<file path="config.mk">
export PLATFORM = sky130hd
export DESIGN_NAME = keyed_snippet_extractor_top_flat
export DESIGN_NICKNAME = d
export VERILOG_FILES = /design/src/hdl/kse_pkg.sv /design/src/hdl/kse_in_if.sv /design/src/hdl/kse_out_if.sv /design/src/hdl/kse_front.sv /design/src/hdl/kse_queue.sv /design/src/hdl/kse_back.sv /design/src/hdl/keyed_snippet_extractor_top.sv /design/src/flat_wrapper.sv
export SDC_FILE = /design/constraint.sdc
export NUM_CORES = 1
export LEC_CHECK = 0
export ABC_AREA = 1
export BUFFER_PORTS_ARGS = -buffer_cell sky130_fd_sc_hd__buf_2
export CORE_MARGIN = 2
export CORE_UTILIZATION = 50
export DETAILED_ROUTE_END_ITERATION = 10
export GPL_TIMING_DRIVEN = 0
export HOLD_SLACK_MARGIN = 0.1
export PLACE_DENSITY = 0.72
export REMOVE_ABC_BUFFERS = 1
export SLEW_MARGIN = 10
export SYNTH_ARGS = -nofsm -noshare
export SYNTH_HDL_FRONTEND = slang
export SYNTH_SLANG_ARGS = --single-unit
export TNS_END_PERCENT = 10
</file>
<file path="constraint.sdc">
create_clock -name i_clk -period 6.25 [get_ports i_clk]
set_clock_uncertainty 0.15 [all_clocks]
set_input_delay 1.25 -clock i_clk [delete_from_list [all_inputs] [get_ports i_clk]]
set_output_delay 1.25 -clock i_clk [all_outputs]
set_load 0.01 [all_outputs]
</file>
<file path="src/hdl/kse_pkg.sv">
// ----------------------------------------------------------------------------
// kse_pkg
// Shared types, constants and marker tables of the keyed snippet extractor.
// ----------------------------------------------------------------------------
package kse_pkg;

    // Key capacity in bytes and marker lengths.
    localparam int KEY_BYTES   = 32;
    localparam int BEGIN_LEN   = 14;
    localparam int END_LEN     = 12;

    // Command queue between the front and the back.
    localparam int QUEUE_DEPTH = 4;
    localparam int QUEUE_PTR_W = $clog2(QUEUE_DEPTH);
    localparam int QUEUE_CNT_W = $clog2(QUEUE_DEPTH + 1);

    // Special characters.
    localparam logic [7:0] CHAR_NL   = 8'h0A;
    localparam logic [7:0] CHAR_HASH = 8'h23;

    // One command tells the back which results a single input byte causes:
    // a released end-marker prefix, then either the byte itself or a done.
    typedef struct packed {
        logic [3:0] prefix_len;
        logic       has_byte;
        logic       done;
        logic [7:0] data;
    } t_cmd;

    // Characters of the begin marker, in stream order.
    function automatic logic [7:0] begin_char(input logic [3:0] idx);
        logic [7:0] c;
        case (idx)
            4'd0:    c = "#";
            4'd1:    c = "B";
            4'd2:    c = "E";
            4'd3:    c = "G";
            4'd4:    c = "I";
            4'd5:    c = "N";
            4'd6:    c = "_";
            4'd7:    c = "S";
            4'd8:    c = "N";
            4'd9:    c = "I";
            4'd10:   c = "P";
            4'd11:   c = "P";
            4'd12:   c = "E";
            4'd13:   c = "T";
            default: c = 8'h00;
        endcase
        return c;
    endfunction

    // Characters of the end marker, in stream order.
    function automatic logic [7:0] end_char(input logic [3:0] idx);
        logic [7:0] c;
        case (idx)
            4'd0:    c = "#";
            4'd1:    c = "E";
            4'd2:    c = "N";
            4'd3:    c = "D";
            4'd4:    c = "_";
            4'd5:    c = "S";
            4'd6:    c = "N";
            4'd7:    c = "I";
            4'd8:    c = "P";
            4'd9:    c = "P";
            4'd10:   c = "E";
            4'd11:   c = "T";
            default: c = 8'h00;
        endcase
        return c;
    endfunction

endpackage

</file>
<file path="src/hdl/kse_in_if.sv">
// ----------------------------------------------------------------------------
// kse_in_if
// Input byte channel: valid/ready handshake carrying one stream byte.
// ----------------------------------------------------------------------------
interface kse_in_if;
    logic       valid;
    logic       ready;
    logic [7:0] data_byte;

    modport source (output valid, output data_byte, input ready);
    modport sink   (input valid, input data_byte, output ready);
endinterface

</file>
<file path="src/hdl/kse_out_if.sv">
// ----------------------------------------------------------------------------
// kse_out_if
// Result channel: valid/ready handshake carrying one extracted result.
// ----------------------------------------------------------------------------
interface kse_out_if;
    logic       valid;
    logic       ready;
    logic [7:0] out_byte;
    logic       snippet_done;
    logic       last_of_run;

    modport source (output valid, output out_byte, output snippet_done,
                    output last_of_run, input ready);
    modport sink   (input valid, input out_byte, input snippet_done,
                    input last_of_run, output ready);
endinterface

</file>
<file path="src/hdl/kse_front.sv">
// ----------------------------------------------------------------------------
// kse_front
// Scans the byte stream, tracks markers and the snippet name, holds the
// key registers and issues one command per byte that causes results.
// ----------------------------------------------------------------------------
module kse_front (
    input  logic             i_clk,
    input  logic             i_rst_n,
    kse_in_if.sink           i_data,
    input  logic             i_cfg_we,
    input  logic [2:0]       i_cfg_index,
    input  logic [63:0]      i_cfg_data,
    input  logic             i_queue_full,
    output logic             o_push,
    output kse_pkg::t_cmd    o_cmd
);
    import kse_pkg::*;

    // Phase codes.
    localparam logic [1:0] PH_SEEK = 2'd0;
    localparam logic [1:0] PH_NAME = 2'd1;
    localparam logic [1:0] PH_BODY = 2'd2;
    localparam logic [1:0] PH_TAIL = 2'd3;

    // Configuration register indexes.
    localparam logic [2:0] CFG_KEY_LENGTH = 3'd0;
    localparam logic [2:0] CFG_KEY_WORD0  = 3'd1;
    localparam logic [2:0] CFG_KEY_WORD3  = 3'd4;

    logic [5:0]        r_key_length;
    logic [3:0][63:0]  r_key_words;
    logic [1:0]        cfg_word_sel;

    logic [1:0] r_phase,    n_phase;
    logic [3:0] r_matched,  n_matched;
    logic [5:0] r_name_pos, n_name_pos;
    logic       r_differs,  n_differs;
    logic       r_selected, n_selected;
    logic       r_skip,     n_skip;

    logic       fire;
    logic [7:0] b;
    logic       is_hash;
    logic [7:0] key_char;
    logic [3:0] matched_inc;

    assign i_data.ready = !i_queue_full;
    assign fire         = i_data.valid && !i_queue_full;
    assign b            = i_data.data_byte;
    assign is_hash      = (b == CHAR_HASH);
    assign key_char     = r_key_words[r_name_pos[4:3]][{r_name_pos[2:0], 3'b000} +: 8];
    assign matched_inc  = r_matched + 4'd1;
    assign cfg_word_sel = 2'(i_cfg_index - CFG_KEY_WORD0);

    // Configuration writes; indexes beyond the list are ignored.
    always_ff @(posedge i_clk) begin
        if (!i_rst_n) begin
            r_key_length <= '0;
            r_key_words  <= '0;
        end else if (i_cfg_we) begin
            if (i_cfg_index == CFG_KEY_LENGTH) begin
                r_key_length <= i_cfg_data[5:0];
            end else if (i_cfg_index <= CFG_KEY_WORD3) begin
                r_key_words[cfg_word_sel] <= i_cfg_data;
            end
        end
    end

    // Scanner next state and command generation.
    always_comb begin
        n_phase    = r_phase;
        n_matched  = r_matched;
        n_name_pos = r_name_pos;
        n_differs  = r_differs;
        n_selected = r_selected;
        n_skip     = r_skip;
        o_push     = 1'b0;
        o_cmd      = '0;
        o_cmd.data = b;

        if (fire) begin
            if (r_skip) begin
                n_skip = 1'b0;
            end else begin
                case (r_phase)
                    PH_SEEK: begin
                        if (b == begin_char(r_matched)) begin
                            n_matched = matched_inc;
                        end else begin
                            n_matched = {3'b000, is_hash};
                        end
                        if (n_matched == 4'(BEGIN_LEN)) begin
                            n_phase    = PH_NAME;
                            n_matched  = '0;
                            n_name_pos = '0;
                            n_differs  = 1'b0;
                            n_skip     = 1'b1;
                        end
                    end
                    PH_NAME: begin
                        if (b == CHAR_NL) begin
                            n_selected = !r_differs && (r_name_pos == r_key_length);
                            n_phase    = PH_BODY;
                            n_matched  = '0;
                        end else begin
                            if (r_name_pos >= 6'(KEY_BYTES) ||
                                r_name_pos >= r_key_length ||
                                b != key_char) begin
                                n_differs = 1'b1;
                            end
                            if (r_name_pos != 6'd63) begin
                                n_name_pos = r_name_pos + 6'd1;
                            end
                        end
                    end
                    PH_BODY: begin
                        if (b == end_char(r_matched)) begin
                            n_matched = matched_inc;
                            if (matched_inc == 4'(END_LEN)) begin
                                o_push     = r_selected;
                                o_cmd.done = 1'b1;
                                o_cmd.data = 8'h00;
                                n_phase    = PH_TAIL;
                                n_matched  = '0;
                                n_skip     = 1'b1;
                            end
                        end else begin
                            // Release the held prefix, then the byte unless it
                            // starts a new marker.
                            o_push           = r_selected && (r_matched != 4'd0 || !is_hash);
                            o_cmd.prefix_len = r_matched;
                            o_cmd.has_byte   = !is_hash;
                            n_matched        = {3'b000, is_hash};
                        end
                    end
                    PH_TAIL: begin
                        if (b == CHAR_NL) begin
                            n_phase   = PH_SEEK;
                            n_matched = '0;
                        end
                    end
                    default: begin
                        n_phase = PH_SEEK;
                    end
                endcase
            end
        end
    end

    // Scanner state registers.
    always_ff @(posedge i_clk) begin
        if (!i_rst_n) begin
            r_phase    <= PH_SEEK;
            r_matched  <= '0;
            r_name_pos <= '0;
            r_differs  <= 1'b0;
            r_selected <= 1'b0;
            r_skip     <= 1'b0;
        end else begin
            r_phase    <= n_phase;
            r_matched  <= n_matched;
            r_name_pos <= n_name_pos;
            r_differs  <= n_differs;
            r_selected <= n_selected;
            r_skip     <= n_skip;
        end
    end

endmodule

</file>
<file path="src/hdl/kse_queue.sv">
// ----------------------------------------------------------------------------
// kse_queue
// Short command FIFO that decouples the scanner from the result expander.
// ----------------------------------------------------------------------------
module kse_queue (
    input  logic             i_clk,
    input  logic             i_rst_n,
    input  logic             i_push,
    input  kse_pkg::t_cmd    i_cmd,
    output logic             o_full,
    input  logic             i_pop,
    output logic             o_head_valid,
    output kse_pkg::t_cmd    o_head
);
    import kse_pkg::*;

    t_cmd                   r_slots [QUEUE_DEPTH];
    logic [QUEUE_PTR_W-1:0] r_wr_ptr;
    logic [QUEUE_PTR_W-1:0] r_rd_ptr;
    logic [QUEUE_CNT_W-1:0] r_count;
    logic                   do_push;
    logic                   do_pop;

    assign o_full       = (r_count == QUEUE_CNT_W'(QUEUE_DEPTH));
    assign o_head_valid = (r_count != '0);
    assign o_head       = r_slots[r_rd_ptr];
    assign do_push      = i_push && !o_full;
    assign do_pop       = i_pop && o_head_valid;

    // Slot storage.
    always_ff @(posedge i_clk) begin
        if (do_push) begin
            r_slots[r_wr_ptr] <= i_cmd;
        end
    end

    // Pointers and fill count.
    always_ff @(posedge i_clk) begin
        if (!i_rst_n) begin
            r_wr_ptr <= '0;
            r_rd_ptr <= '0;
            r_count  <= '0;
        end else begin
            if (do_push) begin
                r_wr_ptr <= r_wr_ptr + QUEUE_PTR_W'(1);
            end
            if (do_pop) begin
                r_rd_ptr <= r_rd_ptr + QUEUE_PTR_W'(1);
            end
            if (do_push && !do_pop) begin
                r_count <= r_count + QUEUE_CNT_W'(1);
            end else if (do_pop && !do_push) begin
                r_count <= r_count - QUEUE_CNT_W'(1);
            end
        end
    end

endmodule

</file>
<file path="src/hdl/kse_back.sv">
// ----------------------------------------------------------------------------
// kse_back
// Expands each command into its results, one per cycle while the output is
// accepted, into a registered output stage.
// ----------------------------------------------------------------------------
module kse_back (
    input  logic             i_clk,
    input  logic             i_rst_n,
    input  logic             i_head_valid,
    input  kse_pkg::t_cmd    i_head,
    output logic             o_pop,
    kse_out_if.source        o_result
);
    import kse_pkg::*;

    logic [3:0] r_idx;
    logic       r_valid;
    logic [7:0] r_byte;
    logic       r_done;
    logic       r_last;

    logic       advance;
    logic       emit;
    logic [3:0] last_idx;
    logic       is_last;
    logic       in_prefix;

    assign advance   = !r_valid || o_result.ready;
    assign emit      = advance && i_head_valid;
    assign last_idx  = i_head.prefix_len + {3'b000, i_head.has_byte | i_head.done} - 4'd1;
    assign is_last   = (r_idx == last_idx);
    assign in_prefix = (r_idx < i_head.prefix_len);
    assign o_pop     = emit && is_last;

    assign o_result.valid        = r_valid;
    assign o_result.out_byte     = r_byte;
    assign o_result.snippet_done = r_done;
    assign o_result.last_of_run  = r_last;

    // Position within the current command.
    always_ff @(posedge i_clk) begin
        if (!i_rst_n) begin
            r_idx <= '0;
        end else if (emit) begin
            r_idx <= is_last ? 4'd0 : r_idx + 4'd1;
        end
    end

    // Output valid.
    always_ff @(posedge i_clk) begin
        if (!i_rst_n) begin
            r_valid <= 1'b0;
        end else if (advance) begin
            r_valid <= i_head_valid;
        end
    end

    // Output payload.
    always_ff @(posedge i_clk) begin
        if (emit) begin
            r_last <= is_last;
            if (in_prefix) begin
                r_byte <= end_char(r_idx);
                r_done <= 1'b0;
            end else if (i_head.done) begin
                r_byte <= 8'h00;
                r_done <= 1'b1;
            end else begin
                r_byte <= i_head.data;
                r_done <= 1'b0;
            end
        end
    end

endmodule

</file>
<file path="src/hdl/keyed_snippet_extractor_top.sv">
// Latency: a result is registered in the command queue, then in the output stage.
// Throughput: one input byte per cycle while the command queue has room; a
// byte that releases a held end-marker prefix expands into up to 12 results
// in the result expander, while the queue absorbs further bytes.
// Reset: synchronous active-low i_rst_n clears scanner state, key registers,
// the queue and the output stage; no clearing pass is needed.
// ----------------------------------------------------------------------------
// keyed_snippet_extractor_top
// Streams the body of the snippet whose name equals the configured key.
// ----------------------------------------------------------------------------
module keyed_snippet_extractor_top (
    input  logic        i_clk,
    input  logic        i_rst_n,
    kse_in_if.sink      i_data,
    kse_out_if.source   o_result,
    input  logic        i_cfg_we,
    input  logic [2:0]  i_cfg_index,
    input  logic [63:0] i_cfg_data
);
    import kse_pkg::*;

    logic push;
    t_cmd cmd;
    logic queue_full;
    logic pop;
    logic head_valid;
    t_cmd head;

    // Scanner and command generation.
    kse_front u_front (
        .i_clk        (i_clk),
        .i_rst_n      (i_rst_n),
        .i_data       (i_data),
        .i_cfg_we     (i_cfg_we),
        .i_cfg_index  (i_cfg_index),
        .i_cfg_data   (i_cfg_data),
        .i_queue_full (queue_full),
        .o_push       (push),
        .o_cmd        (cmd)
    );

    // Command queue.
    kse_queue u_queue (
        .i_clk        (i_clk),
        .i_rst_n      (i_rst_n),
        .i_push       (push),
        .i_cmd        (cmd),
        .o_full       (queue_full),
        .i_pop        (pop),
        .o_head_valid (head_valid),
        .o_head       (head)
    );

    // Result expansion.
    kse_back u_back (
        .i_clk        (i_clk),
        .i_rst_n      (i_rst_n),
        .i_head_valid (head_valid),
        .i_head       (head),
        .o_pop        (pop),
        .o_result     (o_result)
    );

endmodule

</file>
<file path="src/flat_wrapper.sv">
// flat-port wrapper written by rule: the top's interface ports become plain ports
module keyed_snippet_extractor_top_flat import kse_pkg::*;
  (i_clk, i_rst_n, i_cfg_we, i_cfg_index, i_cfg_data, i_data_valid, i_data_data_byte, i_data_ready, o_result_valid, o_result_out_byte, o_result_snippet_done, o_result_last_of_run, o_result_ready);
  kse_in_if i_data_i ();
  kse_out_if o_result_i ();
  input  logic i_clk;
  input  logic i_rst_n;
  input  logic i_cfg_we;
  input  logic [2:0] i_cfg_index;
  input  logic [63:0] i_cfg_data;
  input wire logic [$bits(i_data_i.valid)-1:0] i_data_valid;
  input wire logic [$bits(i_data_i.data_byte)-1:0] i_data_data_byte;
  output wire logic [$bits(i_data_i.ready)-1:0] i_data_ready;
  output wire logic [$bits(o_result_i.valid)-1:0] o_result_valid;
  output wire logic [$bits(o_result_i.out_byte)-1:0] o_result_out_byte;
  output wire logic [$bits(o_result_i.snippet_done)-1:0] o_result_snippet_done;
  output wire logic [$bits(o_result_i.last_of_run)-1:0] o_result_last_of_run;
  input wire logic [$bits(o_result_i.ready)-1:0] o_result_ready;
  assign i_data_i.valid = i_data_valid;
  assign i_data_i.data_byte = i_data_data_byte;
  assign i_data_ready = i_data_i.ready;
  assign o_result_valid = o_result_i.valid;
  assign o_result_out_byte = o_result_i.out_byte;
  assign o_result_snippet_done = o_result_i.snippet_done;
  assign o_result_last_of_run = o_result_i.last_of_run;
  assign o_result_i.ready = o_result_ready;
  keyed_snippet_extractor_top u_core (.i_clk(i_clk), .i_rst_n(i_rst_n), .i_data(i_data_i), .o_result(o_result_i), .i_cfg_we(i_cfg_we), .i_cfg_index(i_cfg_index), .i_cfg_data(i_cfg_data));
endmodule
</file>
==> metrics.cfg, run 1 <==
[finish]
area_growth_pct=12.8
multi_input_area_um2=8190
fillers=3167
final-seq-area_um2=8220
layout.nets=2525
drive_gt1_share_pct=10.9
fin_util_pct=57.1

[pwr]
power_density_nw_per_um2=275
leakage_nw=8.55
totalPowerFinal_mw=5.40
ir_worst_vdd_mv=0.201

[run_status]
run_status=finished clean

[floorplan]
initial_core_util_pct=50.6
ios=92
die_w_um=191
die_h_um=191
core_area_um2=34500
rows=68
fp.dieArea_um2=36400

[synth]
synth-main-ff-cell=dfxtp_1
netlist_top_cells_area=dfxtp_1 (36%), nor2_1 (12%), edfxtp_1 (11%), nand2_1 (10%), o21ai_0 (8.3%)
synth_top_area_share_pct=35.7
synth_edf_count=66
synth_top_cell_by_area=dfxtp_1
syn-mean-instance-area_um2=7.28
synth_cells=2395
synth_warnings=0
async_flop_share_pct=0
netlist_area_um2=17400
synth.most_common_cell=nor2_1
netlist-cell-type-count=52
netlist_top_cells_count=nor2_1 (556), nand2_1 (470), dfxtp_1 (311), o21ai_0 (288), nand3_1 (250)
synth-seq-area-share_pct=47.1
ys_ff_latch=377

[route]
viasPerCell=5.53
wl_per_cell_um=16.8
num_vias=16000
totalWireLength_um=48700
route.detailed.drc=0
drtIter0Drc=1626
drtPass1Iterations=6
ant_nets=0

[global_route]
grt_usage_pct=26.7
grt_max_degree=156
grt_pass1_wl_um=78300
antenna_found_initial=8
grt_overflow=0
grt_pass1_vias=15200

[clock_tree]
cts_resized=0
cts.path.max_buffers=3
path_clk_slew_ps=60
postCtsSetupBuffers=0
htreeDepth=2
cts-root-buf=clkbuf_16
cts_sinks=377
worstSkewPairLatency_ps=550
hold_buffers=0
cts_tree=done
cts_buffers=41

[worst_hold_path]
hold_path_class=reg2reg

[sta]
drv_slew=0
hold_viol_final=0
worst_slew_pin_slew_ps=1100
rsz0062_at_grt=no
period_share_pct=74.5
fin_tns_setup_ps=0
post-route-min-period_ps=4650
hold-worst-slack_ps=313
max-slew-margin-rel_pct=26.4
fmax_mhz=215
setup_viol=0

[run]
drv_cap=0

[placement]
io_buffers=91
place.gp.congestion=0.854
dp_hpwl_um=29500

[setup_path]
crit_path_end_kind=flip-flop
cp.arrival_ps=4940
required_ps=6530
r2r_slack_ps=1600
startpoint_type=flip-flop
path_class=reg2reg
crit_fanout=30

[routing by layer]
metal | vias up | part of all wire, % | track usage, %
met4 | 8 | 3.1 | 9.93
met1 | 7497 | 43 | 34.9
li1 | 7823 | - | -
met5 | - | 0.088 | 0
met3 | 123 | 7.6 | 4.66
met2 | 596 | 46 | 44.2
[cell families after synthesis]
kind of cell | Yosys count | synth area share, %
flip-flops | 377 | 47.1
adder cells (fa/ha/maj) | 34 | 2.48
AO/OA/AOI/OAI | 371 | 11.5
buffers and inverters | 256 | 6.06
XOR/XNOR | 16 | 0.847
AND/OR/NAND/NOR | 1341 | 32.0
[area by class of cell]
cell class                      instances  area share, %
Clock buffer                           66           6.31
Inverter                              105           2.13
Multi-Input combinational cell       1762           41.7
Timing Repair Buffer                  124           4.76
Antenna cell                            5         0.0636
Clock inverter                          7          0.376
Sequential cell                       377           41.8
Tap cell                              455           2.90
[final timing paths]
| kind | from | endpoint | depth (start not counted) |
|---|---|---|---|
| worst max-delay path | flip-flop | u_core.u_queue.r_count[2]$_SDFFE_PN0P_ | 19 |
| worst min-delay path | u_core.u_front.r_differs$_SDFFE_PN0P_ | u_core.u_front.r_differs$_SDFFE_PN0P_ | 2 |
| worst max register to register | flip-flop | u_core.u_queue.r_count[2]$_SDFFE_PN0P_ | 19 |
| worst min register to register | u_core.u_front.r_differs$_SDFFE_PN0P_ | u_core.u_front.r_differs$_SDFFE_PN0P_ | 2 |
[through the flow]
step                      instances  worst slack (ps)  instance area [µm²]
after floorplan                2244               474                16800
after global placement         2790             -6000                17800
after detailed placement       2823              1630                18300
after CTS                      2896              1580                19600
after global routing           2899              1250                19700
final                          2901              1600                19700
[where the power goes]
part           leakage (nW)  internal (mW)  switching (mW)  total [mW]
combinational          4.79          0.135           0.283       0.418
clock                 0.642           1.40           0.978        2.38
sequential             3.12           2.55          0.0522        2.61
[placed cells by master (no fill, tap or decap), types with 7 or more instances in the layout]
| master | Yosys | layout |
|---|---|---|
| a21oi_1 | 42 | 42 |
| a32o_1 | 8 | 8 |
| buf_16 | 0 | 7 |
| buf_2 | 35 | 90 |
| buf_4 | 2 | 11 |
| buf_6 | 3 | 12 |
| clkbuf_1 | 100 | 13 |
| clkbuf_16 | 0 | 41 |
| clkbuf_8 | 0 | 12 |
| dfxtp_1 | 311 | 308 |
| edfxtp_1 | 66 | 66 |
| ha_1 | 33 | 33 |
| inv_1 | 82 | 82 |
| inv_2 | 18 | 12 |
| inv_4 | 2 | 7 |
| nand2_1 | 470 | 470 |
| nand2_2 | 16 | 16 |
| nand3_1 | 250 | 250 |
| nand4_1 | 7 | 7 |
| nor2_1 | 556 | 552 |
| nor2_2 | 4 | 8 |
| nor3_1 | 18 | 14 |
| o21ai_0 | 288 | 288 |
| o21ai_1 | 8 | 8 |
| o21ai_2 | 8 | 8 |
| xor2_1 | 11 | 11 |
[critical path, stage by stage (launching register included)]
cell	delay, ps
dfxtp_1	1050
inv_2	490
o21ai_0	300
o22ai_1	100
nor2_1	130
ha_1	180
ha_1	240
or2_2	280
nand4_1	90
nor2_1	70
nand2_2	90
inv_2	60
nand2_4	100
ha_1	170
inv_1	70
fa_1	440
a21oi_1	160
o21ai_0	120
o21ai_0	180
a21oi_1	60
[state kept, by name, summed over array words and instances, names as in the netlist, 2 cells and up, named ones only]
name                             flops
u_core.u_queue.r_slots              56
u_core.u_back.r_idx                  4
u_core.u_queue.r_wr_ptr              2
u_core.u_front.r_name_pos            6
u_core.u_queue.r_count               3
u_core.u_front.r_key_length          6
u_core.u_queue.r_rd_ptr              2
u_core.u_front.r_matched             4
u_core.u_front.r_key_words         256
u_core.u_front.r_phase               2
u_core.u_back.o_result.out_byte      8
(Power assumes the default switching activity.)
==> inputs of run 2 (changes only) <==
==> constraint.sdc (replaced) <==
create_clock -name i_clk -period 4.36 [get_ports i_clk]
set_clock_uncertainty 0.15 [all_clocks]
set_input_delay 0.872 -clock i_clk [delete_from_list [all_inputs] [get_ports i_clk]]
set_output_delay 0.872 -clock i_clk [all_outputs]
set_load 0.01 [all_outputs]
==> run 2 against run 1 <==
Against the previous run:
- combinational power rose by 43%
- highest routed layer unchanged
- final cell count barely moved
- die area did not move
- maximum frequency rose by 16%
- wire length fell by 0.27%
- final area barely moved
- largest cell class unchanged
- global-route usage barely moved
- largest power group unchanged
- count of clock-buffer cells in the layout did not move
- register-to-register slack got worse by 1300 ps
- sequential share of layout area barely moved
- setup slack got worse by 1300 ps
- non-clock buffer count did not move
==> metrics.cfg, run 2 (same netlist as run 1, synthesis figures left out) <==
[placement]
dp_cells=2823  ; unchanged
dp_worst_setup_slack_ps=-259  ; was 1630 ps
place.gp.congestion=0.854  ; unchanged
io_buffers=91  ; unchanged
dp_hpwl_um=29500  ; unchanged
placed_area_um2=18300  ; unchanged

[global_route]
grt_usage_pct=26.7  ; about the same
antenna_found_initial=8  ; unchanged
grt_max_degree=156  ; unchanged
grt_pass1_wl_um=78300  ; about the same
grt_pass1_vias=15100  ; was 15,200
grt_overflow=0  ; unchanged

[floorplan]
fp.dieArea_um2=36400  ; unchanged
die_h_um=191  ; unchanged
initial_core_util_pct=50.6  ; unchanged
die_w_um=191  ; unchanged
core_area_um2=34500  ; unchanged
rows=68  ; unchanged
ios=92  ; unchanged

[route]
num_vias=16000  ; about the same
drtIter0Drc=1638  ; was 1,626
totalWireLength_um=48600  ; was 48,700 µm
route.detailed.drc=0  ; unchanged
viasPerCell=5.52  ; was 5.53
ant_nets=0  ; unchanged
wl_per_cell_um=16.7  ; was 16.8 µm
drtPass1Iterations=5  ; was 6

[finish]
fin_area_um2=19700  ; about the same
fin_util_pct=57.1  ; about the same
largest_register_ffs=256  ; unchanged
drive_gt1_share_pct=11.0  ; was 10.9%
layout_common_cells=nor2_1 (552), nand2_1 (470), dfxtp_1 (307)  ; was nor2_1 (552), nand2_1 (470), dfxtp_1 (308)
layout.nets=2525  ; unchanged
layout_commonest_cell=nor2_1  ; unchanged
top_register=u_core.u_front.r_key_words  ; unchanged
area_growth_pct=12.8  ; about the same
fin_cells=2902  ; was 2,901

[run]
drv_cap=0  ; unchanged

[setup_path]
crit_path_end_kind=flip-flop  ; unchanged
crit_fanout=30  ; unchanged
path_class=reg2reg  ; unchanged
cp.arrival_ps=4300  ; was 4940 ps
required_ps=4640  ; was 6530 ps
startpoint_type=flip-flop  ; unchanged

[clock_tree]
cts.path.max_buffers=3  ; unchanged
worstSkewPairLatency_ps=550  ; about the same
path_clk_slew_ps=60  ; about the same
postCtsSetupBuffers=0  ; unchanged
cts-root-buf=clkbuf_16  ; unchanged
htreeDepth=2  ; unchanged
cts_sinks=377  ; unchanged
cts_buffers=41  ; unchanged
cts_tree=done  ; unchanged

[pwr]
ir_worst_vdd_mv=0.292  ; was 0.201 mV
power_density_nw_per_um2=394  ; was 275 nW/µm²
totalPowerFinal_mw=7.74  ; was 5.40 mW
leakage_nw=8.55  ; about the same

[sta]
rsz0062_at_grt=no  ; unchanged
period_share_pct=92.1  ; was 74.5%
post-route-min-period_ps=4020  ; was 4650 ps
hold-worst-slack_ps=313  ; about the same
worst_slew_pin_slew_ps=931  ; was 1100 ps
hold_viol_final=0  ; unchanged
setup_viol=0  ; unchanged
fmax_mhz=249  ; was 215 MHz
setup_ws_ps=343  ; was 1600 ps
fin_tns_setup_ps=0  ; unchanged
max-slew-margin-rel_pct=37.8  ; was 26.4%
drv_slew=0  ; unchanged

[run_status]
run_status=finished clean  ; unchanged

[worst_hold_path]
hold_path_class=reg2reg  ; unchanged

==> run 2: cell types whose count changed in the layout (fill, tap and decap cells not counted) <==
| cell | change |
|---|---|
| dfxtp_1 | -1 |
| dfxtp_4 | +1 |
| diode_2 | +1 |
==> run 2: final cells by class <==
class	instances	area, µm²
timing repair buffer	124	936
clock inverter	7	73.8
fill	3166	14800
inverter	105	418
sequential	377	8220
clock buffer	66	1240
antenna	6	15.0
multi-input combinational	1762	8190
tap	455	569
==> run 2: path summary, 6_finish.rpt <==
path,startpoint,to,slack (ps),cells after the start
max,flip-flop,u_core.u_queue.r_count[2]$_SDFFE_PN0P_,340,19
min,u_core.u_front.r_key_length[2]$_SDFFE_PN0P_,u_core.u_front.r_key_length[2]$_SDFFE_PN0P_,310,2
max reg2reg,flip-flop,u_core.u_queue.r_count[2]$_SDFFE_PN0P_,340,19
min reg2reg,u_core.u_front.r_key_length[2]$_SDFFE_PN0P_,u_core.u_front.r_key_length[2]$_SDFFE_PN0P_,310,2
==> run 2: where the power goes <==
group | internal [mW] | switching, mW | total [mW]
logic | 0.194 | 0.405 | 0.599
clock network | 2.00 | 1.40 | 3.40
registers | 3.66 | 0.0745 | 3.74
==> run 2: worst max-delay path: stages, from the launching register on <==
cell and delay [ps]:
dfxtp_4 450, inv_2 410, nand2_1 90, a32oi_1 300
nor2_1 90, ha_1 220, ha_1 280, or2_2 280
nand4_1 90, nor2_1 70, nand2_2 90, inv_2 60
nand2_4 100, ha_1 170, inv_1 70, fa_1 440
a21oi_1 160, o21ai_0 120, o21ai_0 180, a21oi_1 60
==> run 2: what timing repair did <==
item	CTS	global route
pin swaps	0	0
endpoints found under the setup margin	2	1
endpoints found under the hold margin	0	0
gates cloned	0	0
gates resized for setup	1	1
hold buffers	0	0
==> run 2: layer usage <==
metal / global-route usage, % / routed length (µm)
met1: 34.8 / 20700
met2: 44.2 / 22500
met3: 4.66 / 3820
met5: 0 / 43
met4: 9.93 / 1530
